### config.mk
export PLATFORM = sky130hd
export DESIGN_NAME = dfbp_engine
export DESIGN_NICKNAME = d
export VERILOG_FILES = /design/src/sv/dfbp_pkg.sv /design/src/sv/dfbp_engine.sv
export SDC_FILE = /design/constraint.sdc
export NUM_CORES = 1
export LEC_CHECK = 0
export BUFFER_PORTS_ARGS = -buffer_cell sky130_fd_sc_hd__buf_2
export CORE_MARGIN = 3
export CORE_UTILIZATION = 60
export DETAILED_ROUTE_END_ITERATION = 12
export PLACE_DENSITY_LB_ADDON = 0.3
export SYNTH_ARGS = -nofsm -noshare
export SYNTH_HDL_FRONTEND = slang
export SYNTH_SLANG_ARGS = --single-unit
export TNS_END_PERCENT = 1
### constraint.sdc
create_clock -name clk -period 5.4 [get_ports clk]
set_input_delay 0.27 -clock clk [delete_from_list [all_inputs] [get_ports clk]]
set_output_delay 0.27 -clock clk [all_outputs]
set_load 0.05 [all_outputs]
### src/sv/dfbp_pkg.sv
package dfbp_pkg;

	localparam int STORE_DEPTH_DEF = 16384;
	localparam int PACKET_BYTES = 2052;
	localparam int HEADER_BYTES = 4;
	localparam int ADDR_W = 15;
	localparam int INDEX_W = 12;
	localparam int S_TDATA_W = 16;
	localparam int M_TDATA_W = 16;
	localparam int CFG_DATA_W = 2;

	localparam logic [7:0] SYNC_BYTE0 = 8'h81;
	localparam logic [7:0] SYNC_BYTE1 = 8'hC3;
	localparam logic [7:0] SYNC_BYTE2 = 8'hE7;
	localparam logic [7:0] CMD_BYTE = 8'h00;

	// Row pitches and tap offsets of the rescaled source frames.
	localparam logic [ADDR_W-1:0] PITCH_192 = ADDR_W'(192);
	localparam logic [ADDR_W-1:0] PITCH_256 = ADDR_W'(256);

	typedef enum logic [1:0] {
		FMT_128X16 = 2'd0,
		FMT_128X32 = 2'd1,
		FMT_192X64 = 2'd2,
		FMT_256X64 = 2'd3
	} fmt_t;

	typedef enum logic {
		SHADE_FOUR = 1'b0,
		SHADE_SIXTEEN = 1'b1
	} shade_t;

	typedef enum logic {
		CMD_LOAD = 1'b0,
		CMD_FETCH = 1'b1
	} cmd_t;

	typedef enum logic {
		CFG_FORMAT = 1'b0,
		CFG_SHADE = 1'b1
	} cfg_idx_t;

	typedef enum logic [2:0] {
		ST_IDLE,
		ST_LD_RD,
		ST_LD_WR,
		ST_FE_RUN,
		ST_FE_LAST,
		ST_DONE
	} state_t;

	typedef struct packed {
		logic frame_changed;
		logic [7:0] data_byte;
	} res_t;

	function automatic logic [7:0] header_byte(input logic [1:0] idx);
		logic [7:0] b;
		unique case (idx)
			2'd0: b = SYNC_BYTE0;
			2'd1: b = SYNC_BYTE1;
			2'd2: b = SYNC_BYTE2;
			default: b = CMD_BYTE;
		endcase
		return b;
	endfunction

	// Four-shade panels show 3 at full brightness and 2 as a dim level.
	function automatic logic [3:0] shade_map(input logic [3:0] px, input shade_t mode);
		logic [3:0] r;
		r = px;
		if (mode == SHADE_FOUR) begin
			if (px == 4'd3)
				r = 4'd15;
			else if (px == 4'd2)
				r = 4'd4;
		end
		return r;
	endfunction

endpackage

### src/sv/dfbp_engine.sv
module dfbp_engine #(
	parameter int STORE_DEPTH = dfbp_pkg::STORE_DEPTH_DEF,
	parameter int AW = $clog2(STORE_DEPTH),
	parameter int FW = $clog2(STORE_DEPTH + 1)
) (
	input logic clk,
	input logic arst_n,
	input logic in_valid,
	output logic in_ready,
	input dfbp_pkg::cmd_t in_cmd,
	input logic [3:0] in_pixel,
	input logic in_last,
	input logic [dfbp_pkg::INDEX_W-1:0] in_index,
	input dfbp_pkg::fmt_t frame_format,
	input dfbp_pkg::shade_t shade_mode,
	output logic mem_we,
	output logic [AW-1:0] mem_addr,
	output logic [3:0] mem_wdata,
	input logic [3:0] mem_rdata,
	output logic res_valid,
	input logic res_ready,
	output dfbp_pkg::res_t res
);
	import dfbp_pkg::*;

	state_t state_q, state_d;

	// Load side state. Entries at or above fill_q have never been written and read as zero.
	logic [AW-1:0] pos_q;
	logic [FW-1:0] fill_q;
	logic differ_q;
	logic [3:0] pixel_q;
	logic last_q;

	// Fetch side state.
	logic [1:0] plane_q;
	logic [4:0] row_q;
	logic [3:0] colhi_q;
	logic [4:0] step_q;
	logic [5:0] sum_q;
	logic [7:0] acc_q;
	logic changed_q;

	logic run_s1;
	logic use_s1;
	logic [4:0] step_s1;

	// Tap address generation.
	logic [6:0] col;
	logic [1:0] tap;
	logic [4:0] row_m8;
	logic [8:0] col3;
	logic [ADDR_W-1:0] base2, base3, off2, off3, tap_addr;
	logic tap_on, tap_use;

	always_comb begin
		col = {colhi_q, step_q[4:2]};
		tap = step_q[1:0];
		row_m8 = row_q - 5'd8;
		col3 = {2'b00, col} + {1'b0, col, 1'b0};
		base2 = ADDR_W'({row_q, 8'd0}) + ADDR_W'({row_q, 7'd0}) + ADDR_W'(col3[8:1]);
		base3 = ADDR_W'({row_q, 9'd0}) + ADDR_W'({col, 1'b0});
		unique case (tap)
			2'd0: begin off2 = '0; off3 = '0; end
			2'd1: begin off2 = PITCH_192; off3 = PITCH_256; end
			2'd2: begin off2 = ADDR_W'(1); off3 = ADDR_W'(1); end
			default: begin off2 = PITCH_192 + ADDR_W'(1); off3 = PITCH_256 + ADDR_W'(1); end
		endcase
		unique case (frame_format)
			FMT_128X16: begin
				tap_addr = ADDR_W'({row_m8[3:0], col});
				tap_on = (tap == 2'd0) && (row_q >= 5'd8) && (row_q <= 5'd23);
			end
			FMT_128X32: begin
				tap_addr = ADDR_W'({row_q, col});
				tap_on = (tap == 2'd0);
			end
			FMT_192X64: begin
				tap_addr = base2 + off2;
				// An even column averages only the pixel and the one below it.
				tap_on = col[0] || !tap[1];
			end
			default: begin
				tap_addr = base3 + off3;
				tap_on = 1'b1;
			end
		endcase
		tap_use = tap_on && (tap_addr < ADDR_W'(fill_q));
	end

	// Pixel reduction once the fourth tap of a column has arrived.
	logic [3:0] tap_val;
	logic [5:0] sum_all;
	logic [3:0] px, px_mapped;

	always_comb begin
		tap_val = use_s1 ? mem_rdata : 4'd0;
		sum_all = sum_q + 6'(tap_val);
		unique case (frame_format)
			FMT_192X64: px = step_s1[2] ? sum_all[5:2] : sum_all[4:1];
			FMT_256X64: px = sum_all[5:2];
			default: px = sum_all[3:0];
		endcase
		px_mapped = shade_map(px, shade_mode);
	end

	// Load compare.
	logic old_valid, differs;
	logic [AW-1:0] pos_next;
	logic [FW-1:0] pos_inc;

	always_comb begin
		old_valid = FW'(pos_q) < fill_q;
		differs = (old_valid ? mem_rdata : 4'd0) != pixel_q;
		pos_inc = FW'(pos_q) + FW'(1);
		pos_next = (pos_inc == FW'(STORE_DEPTH)) ? '0 : pos_inc[AW-1:0];
	end

	// Index decode at acceptance.
	logic [INDEX_W-1:0] pidx;
	logic idx_header, idx_past;

	always_comb begin
		pidx = in_index - INDEX_W'(HEADER_BYTES);
		idx_header = in_index < INDEX_W'(HEADER_BYTES);
		idx_past = in_index >= INDEX_W'(PACKET_BYTES);
	end

	always_ff @(posedge clk or negedge arst_n) begin
		if (!arst_n)
			state_q <= ST_IDLE;
		else
			state_q <= state_d;
	end

	always_comb begin
		state_d = state_q;
		in_ready = 1'b0;
		mem_we = 1'b0;
		mem_addr = pos_q;
		mem_wdata = pixel_q;
		res_valid = 1'b0;
		unique case (state_q)
			ST_IDLE: begin
				in_ready = 1'b1;
				if (in_valid) begin
					if (in_cmd == CMD_LOAD)
						state_d = ST_LD_RD;
					else if (idx_header || idx_past)
						state_d = ST_DONE;
					else
						state_d = ST_FE_RUN;
				end
			end
			ST_LD_RD: state_d = ST_LD_WR;
			ST_LD_WR: begin
				mem_we = 1'b1;
				state_d = ST_DONE;
			end
			ST_FE_RUN: begin
				mem_addr = tap_addr[AW-1:0];
				if (step_q == 5'd31)
					state_d = ST_FE_LAST;
			end
			ST_FE_LAST: state_d = ST_DONE;
			ST_DONE: begin
				res_valid = 1'b1;
				if (res_ready)
					state_d = ST_IDLE;
			end
			default: state_d = ST_IDLE;
		endcase
	end

	always_ff @(posedge clk or negedge arst_n) begin
		if (!arst_n) begin
			pos_q <= '0;
			fill_q <= '0;
			differ_q <= 1'b0;
			run_s1 <= 1'b0;
		end else begin
			run_s1 <= (state_q == ST_FE_RUN);
			if (state_q == ST_LD_WR) begin
				pos_q <= last_q ? '0 : pos_next;
				differ_q <= last_q ? 1'b0 : (differ_q | differs);
				if (pos_inc > fill_q)
					fill_q <= pos_inc;
			end
		end
	end

	always_ff @(posedge clk) begin
		use_s1 <= tap_use;
		step_s1 <= step_q;
		if (state_q == ST_IDLE && in_valid) begin
			pixel_q <= in_pixel;
			last_q <= in_last;
			changed_q <= 1'b0;
			plane_q <= pidx[10:9];
			row_q <= pidx[8:4];
			colhi_q <= pidx[3:0];
			step_q <= '0;
			sum_q <= '0;
			if (in_cmd == CMD_FETCH && idx_header)
				acc_q <= header_byte(in_index[1:0]);
			else
				acc_q <= '0;
		end
		if (state_q == ST_LD_WR)
			changed_q <= last_q & (differ_q | differs);
		if (state_q == ST_FE_RUN)
			step_q <= step_q + 5'd1;
		if (run_s1) begin
			if (step_s1[1:0] == 2'd3) begin
				acc_q[step_s1[4:2]] <= px_mapped[plane_q];
				sum_q <= '0;
			end else begin
				sum_q <= sum_all;
			end
		end
	end

	assign res.frame_changed = changed_q;
	assign res.data_byte = acc_q;

	a_fill_grows: assert property (@(posedge clk) disable iff (!arst_n)
		fill_q >= $past(fill_q))
		else $error("fill count shrank");

	a_fill_bound: assert property (@(posedge clk) disable iff (!arst_n)
		fill_q <= FW'(STORE_DEPTH) && FW'(pos_q) < FW'(STORE_DEPTH))
		else $error("load position or fill count beyond the store");

	a_res_hold: assert property (@(posedge clk) disable iff (!arst_n)
		res_valid && !res_ready |=> res_valid && $stable(acc_q) && $stable(changed_q))
		else $error("result changed while stalled");

	a_last_after_run: assert property (@(posedge clk) disable iff (!arst_n)
		state_q == ST_FE_LAST |-> $past(state_q) == ST_FE_RUN)
		else $error("fetch finished without running its reads");

	a_busy_after_accept: assert property (@(posedge clk) disable iff (!arst_n)
		in_valid && in_ready |=> state_q != ST_IDLE)
		else $error("accepted item did not start");

endmodule

After elaboration in Yosys (flattened, before gate mapping):

Cells that the tools add are included.

* add/subtract/negate cells: 11
* multiply operators: 0
* div/mod/pow operators: 0
* order comparisons: 10
* eq/ne operators: 21
* shift-type cells: 0
* multiplexer cells: 41
* bitwise gates (word level): 2
* reductions and logical operators: 19

Operators with widths (number)
* $pmux W8 S3: 2
* $pmux W15 S3: 1
* $mux W14: 3
* $mux W8: 4
* $add A14 B8 Y15: 2
* $add A15 B15 Y15: 2
* $pmux W9 S3: 1
* $mux W4: 6
* $mux W6: 3
* $add A14 B1 Y15 const B: 1
* $eq A15 B15 Y1 const B: 1
* $gt A15 B15 Y1: 1
* $lt A14 B15 Y1: 1
* $lt A15 B15 Y1: 1
* $mux W3: 5
* $pmux W3 S5: 1
* $add A13 B12 Y14: 1
* $ge A12 B12 Y1 const B: 1
* $lt A12 B3 Y1 const B: 1
* $sub A11 B3 Y11 const B: 1
* $eq A2 B2 Y1 const B: 5
* $mux W5: 2
* $add A7 B8 Y9: 1
* $bwmux W8: 1
* 32 further kinds: 56

* flip-flop bits (word level): 76
* bits in latches: 0
* memory bits (writable): 0
* bits in read-only memories: 0
* input bits: 29
* output and inout bits: 30
* memories kept: 0

Longest topological paths before layout:

* depth in word-level cells: 13
* depth in mapped cells: 23
* gate-level depth less buffers: 23

Worst setup path before layout:

OpenSTA, ideal clock, no wires.

* path type: register -> output
* from: register step_q[3]
* to: output port mem_addr[10]
* data arrival time: 4.410 ns
* required time: 5.130 ns
* setup slack: 0.720 ns
* stages on the path, launching flop included: 17
* path through: edfxtp_1 > ha_1 > fa_1 > a211oi_1 > nor2_1 > nor2_1 > nor2_1 > nor2_1 > xnor2_1 > ha_1 > ha_1 > or3_1 > a41oi_1 > nor2_1 > xnor2_1 > o211a_1 > o31ai_1

* longest elaborated chain between the ends: 5
* elaborated cells between the ends (all ways): 7

Ends and longest elaborated chain
* start, declared: RTL line dfbp_engine.sv:39 `logic [4:0] step_q;`
* start signal, assigned: RTL line dfbp_engine.sv:212 `step_q <= step_q + 5'd1;`
* $add A7 B8 Y9: RTL line dfbp_engine.sv:60 `col3 = {2'b00, col} + {1'b0, col, 1'b0};`
* $add A14 B8 Y15: RTL line dfbp_engine.sv:61 `base2 = ADDR_W'({row_q, 8'd0}) + ADDR_W'({row_q, 7'd0}) + ADDR_W'(col3[8:1]);`
* $add A15 B15 Y15: RTL line dfbp_engine.sv:79 `tap_addr = base2 + off2;`
* $pmux W15 S3 *: RTL line dfbp_engine.sv:69 `unique case (frame_format)`
* $mux W14 *: RTL line dfbp_engine.sv:143 `unique case (state_q)`
* end, declared: RTL line dfbp_engine.sv:17 `output logic [AW-1:0] mem_addr,`

Every way passes the cells marked *; elsewhere a longest branch is shown, timed or not.

Final worst setup path:

* from: register step_q[3]
* to: register use_s1

* longest elaborated chain between the ends: 6
* elaborated cells between the ends (all ways): 8

Ends and longest elaborated chain
* $add A7 B8 Y9: RTL line dfbp_engine.sv:60
* $add A14 B8 Y15: RTL line dfbp_engine.sv:61
* $add A15 B15 Y15: RTL line dfbp_engine.sv:79
* $pmux W15 S3 *: RTL line dfbp_engine.sv:69
* $lt A15 B15 Y1 *: RTL line dfbp_engine.sv:88 `tap_use = tap_on && (tap_addr < ADDR_W'(fill_q));`
* $logic_and A1 B1 Y1 *: RTL line dfbp_engine.sv:88
* named net tap_use: RTL line dfbp_engine.sv:54 `logic tap_on, tap_use;`
* end signal, assigned: RTL line dfbp_engine.sv:193 `use_s1 <= tap_use;`
* end, declared: RTL line dfbp_engine.sv:45 `logic use_s1;`

The timed path passes the listed nets; every way through them passes the cells marked *.
A chain may end at the register's enable or synchronous reset.

==> results.md <==
- Setup CP Type: reg2reg
- Post-CTS Hold Buffers: 0
- Leading area contributor after synthesis: sky130_fd_sc_hd__ha_1
- Overall power of the completed layout: approximately 0.0029 W
- Worst Path Arrival: approximately 5.2 ns
- Total DRC errors in the routed layout: 0
- Post-CTS setup repair buffer count: 0
- Outcome: finished with violations
- Detailed router's first-iteration violation count: between 300 and 400
- Ys Warns: 0
- Maximum fanout encountered on the critical timing path: 7
- Total core area: slightly below 10,000 µm²
- Via count normalized by instance count: 6.10
- Clock root buffer: sky130_fd_sc_hd__clkbuf_8
- Hold slack: -0.00224 ns
- Post-CTS clock slew at the launch and capture registers of the worst setup and hold paths: about 0.080 ns
- Wire length reported by the detailed router: 14,700 µm
- Power density cells: 432 nW/µm²
- Seq/Total Area, Yosys: between 30 and 40%
- Post-detailed-route count of antenna-violating nets: 0
- Number of flip-flops and latches in the synthesized netlist: 76
- Number of enable flip-flop cells after synthesis: 28
- Layout overhead on the synthesized area: 9.28%
- Global-route total usage across every layer: roughly 27%
- Setup_tns: 0 ns
- Wire length of the first global-routing pass: approximately 24,000 µm
- Peak Freq: about 200 MHz
- Primary flip-flop cell chosen by synthesis mapping: sky130_fd_sc_hd__dfrtp_1
- Floorplan die area: 11,400 µm²
- Global route overflow: 0
- Finish-stage setup viols: 0
- CTS H-tree depth: 3
- Clock buffer depth: 2
- Netlist area before placement: just over 6000 µm²
- Min-Delay Path Class: in2async
- I/O Buffers: 58
- Die X: 107 µm
- Setup repair after global routing missed its margin: false
- Detail-routed net length per standard cell: roughly 17 µm
- # nets final: between 800 and 900
- Maximum number of pins on one net before global-route repair: 35
- Proportion of layout cells with a drive suffix above 1: between 10% and 20%
- Failing checks: hold timing
- Slew Limit Fails: 0
- Category of the worst setup path launch point: flop
- Slew HR: between 40 and 50%
- Number of vias after detailed routing: around 5,200
- Async S/R FF share, synth: between 40% and 50%
- Routability Congestion: 0.979
- Antenna Diode Count: 0
- Skew final: ~0.011 ns
- Data required time of the critical path: ~5.7 ns
- Count of pins on the block boundary: 59
- HPWL Detailed: roughly 11,000 µm
- TritonCTS sink count: 76
- Top cells by area, synth: sky130_fd_sc_hd__ha_1, sky130_fd_sc_hd__dfrtp_1, sky130_fd_sc_hd__edfxtp_1, sky130_fd_sc_hd__dfxtp_1, sky130_fd_sc_hd__mux2_2
- Dpl cells: 841
- Reg2Reg Depth: 23
- Setup slack of the most critical reg-to-reg path: a little over 0.5 ns
- Syn Inst Count: 670
- Clock latency reported for the late side of the worst-skew pair: approximately 0.36 ns
- Chip height: ~110 µm
- Vias in the first global route: between 5,000 and 6,000
- Peak VDD IR: 286 µV
- Effective utilization at floorplan: roughly 62%
- Nets in the synthesized netlist: 785
- FF-to-FF End: use_s1
- Kind of end point of the critical path: flop
- Post-route non-filler standard cell count: about 860
- Slew at the pin with the worst max-slew slack: around 0.81 ns
- Unique cell type count in the Yosys netlist: 66
- Number of instances resized during post-cts repair: 0
- TritonRoute pass-1 iters: 5
- Syn_area_per_cell: just over 9 µm²
- Row count: 36
- Post-layout min period: approximately 5 ns
- CTS Buf Count: 9
- Area share of the leading cell type in the synthesized netlist: roughly 17%
- Leak Pwr: ~3.2 nW
- # Max-Cap Violations: 0
- Clock tree from TritonCTS: built
- Initial antenna violation count: 0
- Startpoint of the worst register-to-register path: step_q[3]
- Final Hold Vio Count: 10
- Period utilization: between 90% and 100%
-- worst max-delay path, stage by stage (launching register included) --
cell	delay [ns]
sky130_fd_sc_hd__edfxtp_1	0.52
sky130_fd_sc_hd__ha_1	0.31
sky130_fd_sc_hd__fa_1	0.42
sky130_fd_sc_hd__a211oi_1	0.38
sky130_fd_sc_hd__nor2_1	0.14
sky130_fd_sc_hd__nor2_1	0.12
sky130_fd_sc_hd__nor2_1	0.05
sky130_fd_sc_hd__nor2_1	0.11
sky130_fd_sc_hd__xnor2_1	0.08
sky130_fd_sc_hd__ha_1	0.19
sky130_fd_sc_hd__ha_1	0.34
sky130_fd_sc_hd__a41oi_1	0.28
sky130_fd_sc_hd__xnor2_1	0.15
sky130_fd_sc_hd__mux2i_1	0.09
sky130_fd_sc_hd__a21oi_1	0.20
sky130_fd_sc_hd__ha_1	0.28
sky130_fd_sc_hd__a21o_1	0.16
sky130_fd_sc_hd__a21o_1	0.18
sky130_fd_sc_hd__a21o_1	0.18
sky130_fd_sc_hd__a21o_1	0.17
sky130_fd_sc_hd__a21oi_1	0.12
sky130_fd_sc_hd__o21ai_0	0.10
sky130_fd_sc_hd__a21oi_1	0.15
sky130_fd_sc_hd__o21a_1	0.11
-- cell usage after synthesis, types with 4 or more instances --
master and n:
sky130_fd_sc_hd__ha_1 83, sky130_fd_sc_hd__nand2_1 60, sky130_fd_sc_hd__nor2_1 52, sky130_fd_sc_hd__inv_1 44
sky130_fd_sc_hd__o21ai_0 41, sky130_fd_sc_hd__a21oi_1 35, sky130_fd_sc_hd__dfrtp_1 34, sky130_fd_sc_hd__edfxtp_1 28
sky130_fd_sc_hd__mux2_2 22, sky130_fd_sc_hd__nand3_1 20, sky130_fd_sc_hd__xnor2_1 19, sky130_fd_sc_hd__xor2_1 19
sky130_fd_sc_hd__clkbuf_1 16, sky130_fd_sc_hd__a21o_1 14, sky130_fd_sc_hd__and3_1 14, sky130_fd_sc_hd__dfxtp_1 14
sky130_fd_sc_hd__nor3_1 10, sky130_fd_sc_hd__a31oi_1 8, sky130_fd_sc_hd__and2_1 8, sky130_fd_sc_hd__nand2b_1 8
sky130_fd_sc_hd__o31ai_1 8, sky130_fd_sc_hd__mux2i_1 7, sky130_fd_sc_hd__a211oi_1 6, sky130_fd_sc_hd__a221oi_1 6
sky130_fd_sc_hd__a22o_1 6, sky130_fd_sc_hd__nor4_1 6, sky130_fd_sc_hd__or2_2 6, sky130_fd_sc_hd__nor2b_1 5
sky130_fd_sc_hd__o211ai_1 5, sky130_fd_sc_hd__o22ai_1 5, sky130_fd_sc_hd__a41oi_1 4, sky130_fd_sc_hd__nand4_1 4
sky130_fd_sc_hd__nor3b_1 4
-- how the worst max path moves through the flow --
stage | startpoint | end | slack (ns) | depth (start not counted)
after floorplan | step_q[3] | mem_addr[10] | 0.72 | 16
after global placement | step_q[3] | use_s1 | 0.77 | 22
after detailed placement | step_q[3] | use_s1 | 0.67 | 23
after CTS | step_q[3] | use_s1 | 0.59 | 23
after global routing | step_q[3] | use_s1 | 0.1 | 23
final | step_q[3] | use_s1 | 0.52 | 23
-- stage by stage --
step           instance area, µm²  setup slack [ns]  util, %
2_1_floorplan                6110             0.720        -
3_3_place_gp                 6480             0.774     66.0
3_5_place_dp                 6480             0.673     66.0
4_1_cts                      6680             0.591     68.0
5_1_grt                      6680            0.0983     68.0
6_report                     6680             0.518     68.0
-- final cells by class --
type,count,area (µm²)
flip-flops and latches,76,1970
multi-input cells,526,3870
clock buffers,9,124
well taps,133,166
inverters,47,176
fillers,829,3140
clock inverters,7,72.6
repair buffers,59,298
-- metal layers --
| metal | track usage (%) | up-vias | routed length (µm) |
|---|---|---|---|
| li1 | - | 2533 | - |
| met1 | 33.4 | 2484 | 6180 |
| met2 | 45.0 | 178 | 7110 |
| met3 | 5.96 | 36 | 1000 |
| met4 | 10.9 | 0 | 403 |
| met5 | 0 | - | 0 |
-- placed cells by master, fill, tap and decap left out, types with 4 or more instances in the layout --
master and instances:
sky130_fd_sc_hd__ha_1 83, sky130_fd_sc_hd__nand2_1 60, sky130_fd_sc_hd__buf_2 58, sky130_fd_sc_hd__nor2_1 52, sky130_fd_sc_hd__inv_1 44, sky130_fd_sc_hd__o21ai_0 41
sky130_fd_sc_hd__a21oi_1 35, sky130_fd_sc_hd__dfrtp_1 34, sky130_fd_sc_hd__edfxtp_1 28, sky130_fd_sc_hd__mux2_2 22, sky130_fd_sc_hd__nand3_1 20, sky130_fd_sc_hd__xnor2_1 19
sky130_fd_sc_hd__xor2_1 19, sky130_fd_sc_hd__and3_1 14, sky130_fd_sc_hd__a21o_1 14, sky130_fd_sc_hd__dfxtp_1 14, sky130_fd_sc_hd__nor3_1 10, sky130_fd_sc_hd__clkbuf_8 9
sky130_fd_sc_hd__nand2b_1 8, sky130_fd_sc_hd__o31ai_1 8, sky130_fd_sc_hd__and2_1 8, sky130_fd_sc_hd__a31oi_1 8, sky130_fd_sc_hd__mux2i_1 7, sky130_fd_sc_hd__a211oi_1 6
sky130_fd_sc_hd__nor4_1 6, sky130_fd_sc_hd__or2_2 6, sky130_fd_sc_hd__a221oi_1 6, sky130_fd_sc_hd__a22o_1 6, sky130_fd_sc_hd__o22ai_1 5, sky130_fd_sc_hd__nor2b_1 5
sky130_fd_sc_hd__o211ai_1 5, sky130_fd_sc_hd__nor3b_1 4, sky130_fd_sc_hd__a41oi_1 4, sky130_fd_sc_hd__nand4_1 4
-- state kept, by name, summed over array words and instances, names as in the netlist, 4 cells and up --
signal / cells
pos_q: 14
colhi_q: 4
row_q: 5
step_q: 5
mem_wdata: 4
step_s1: 5
acc_q: 8
fill_q: 15
sum_q: 6
-- report_power, final --
| group | internal, W | switching [W] | leakage (nW) | total, W |
|---|---|---|---|---|
| registers | 0.000744 | 0.000145 | 0.837 | 0.000889 |
| logic | 0.000580 | 0.000975 | 2.24 | 0.00156 |
| clock network | 0.000216 | 0.000225 | 0.104 | 0.000441 |
| total | 0.00154 | 0.00135 | 3.18 | 0.00289 |
-- cells by family (layout without fill, tap and decap cells) --
logic type      count (synthesis)  count (layout)  synth area share (%)
compound gates                163             163                  17.8
flops                          76              76                  32.3
xor+xnor                       38              38                  5.45
fa+ha+maj                      86              86                  18.0
buf+inv                        68             122                  4.42
simple gates                  210             210                  16.9
mux                            29              29                  5.20
Note: power is estimated with default switching activity, not from simulation.
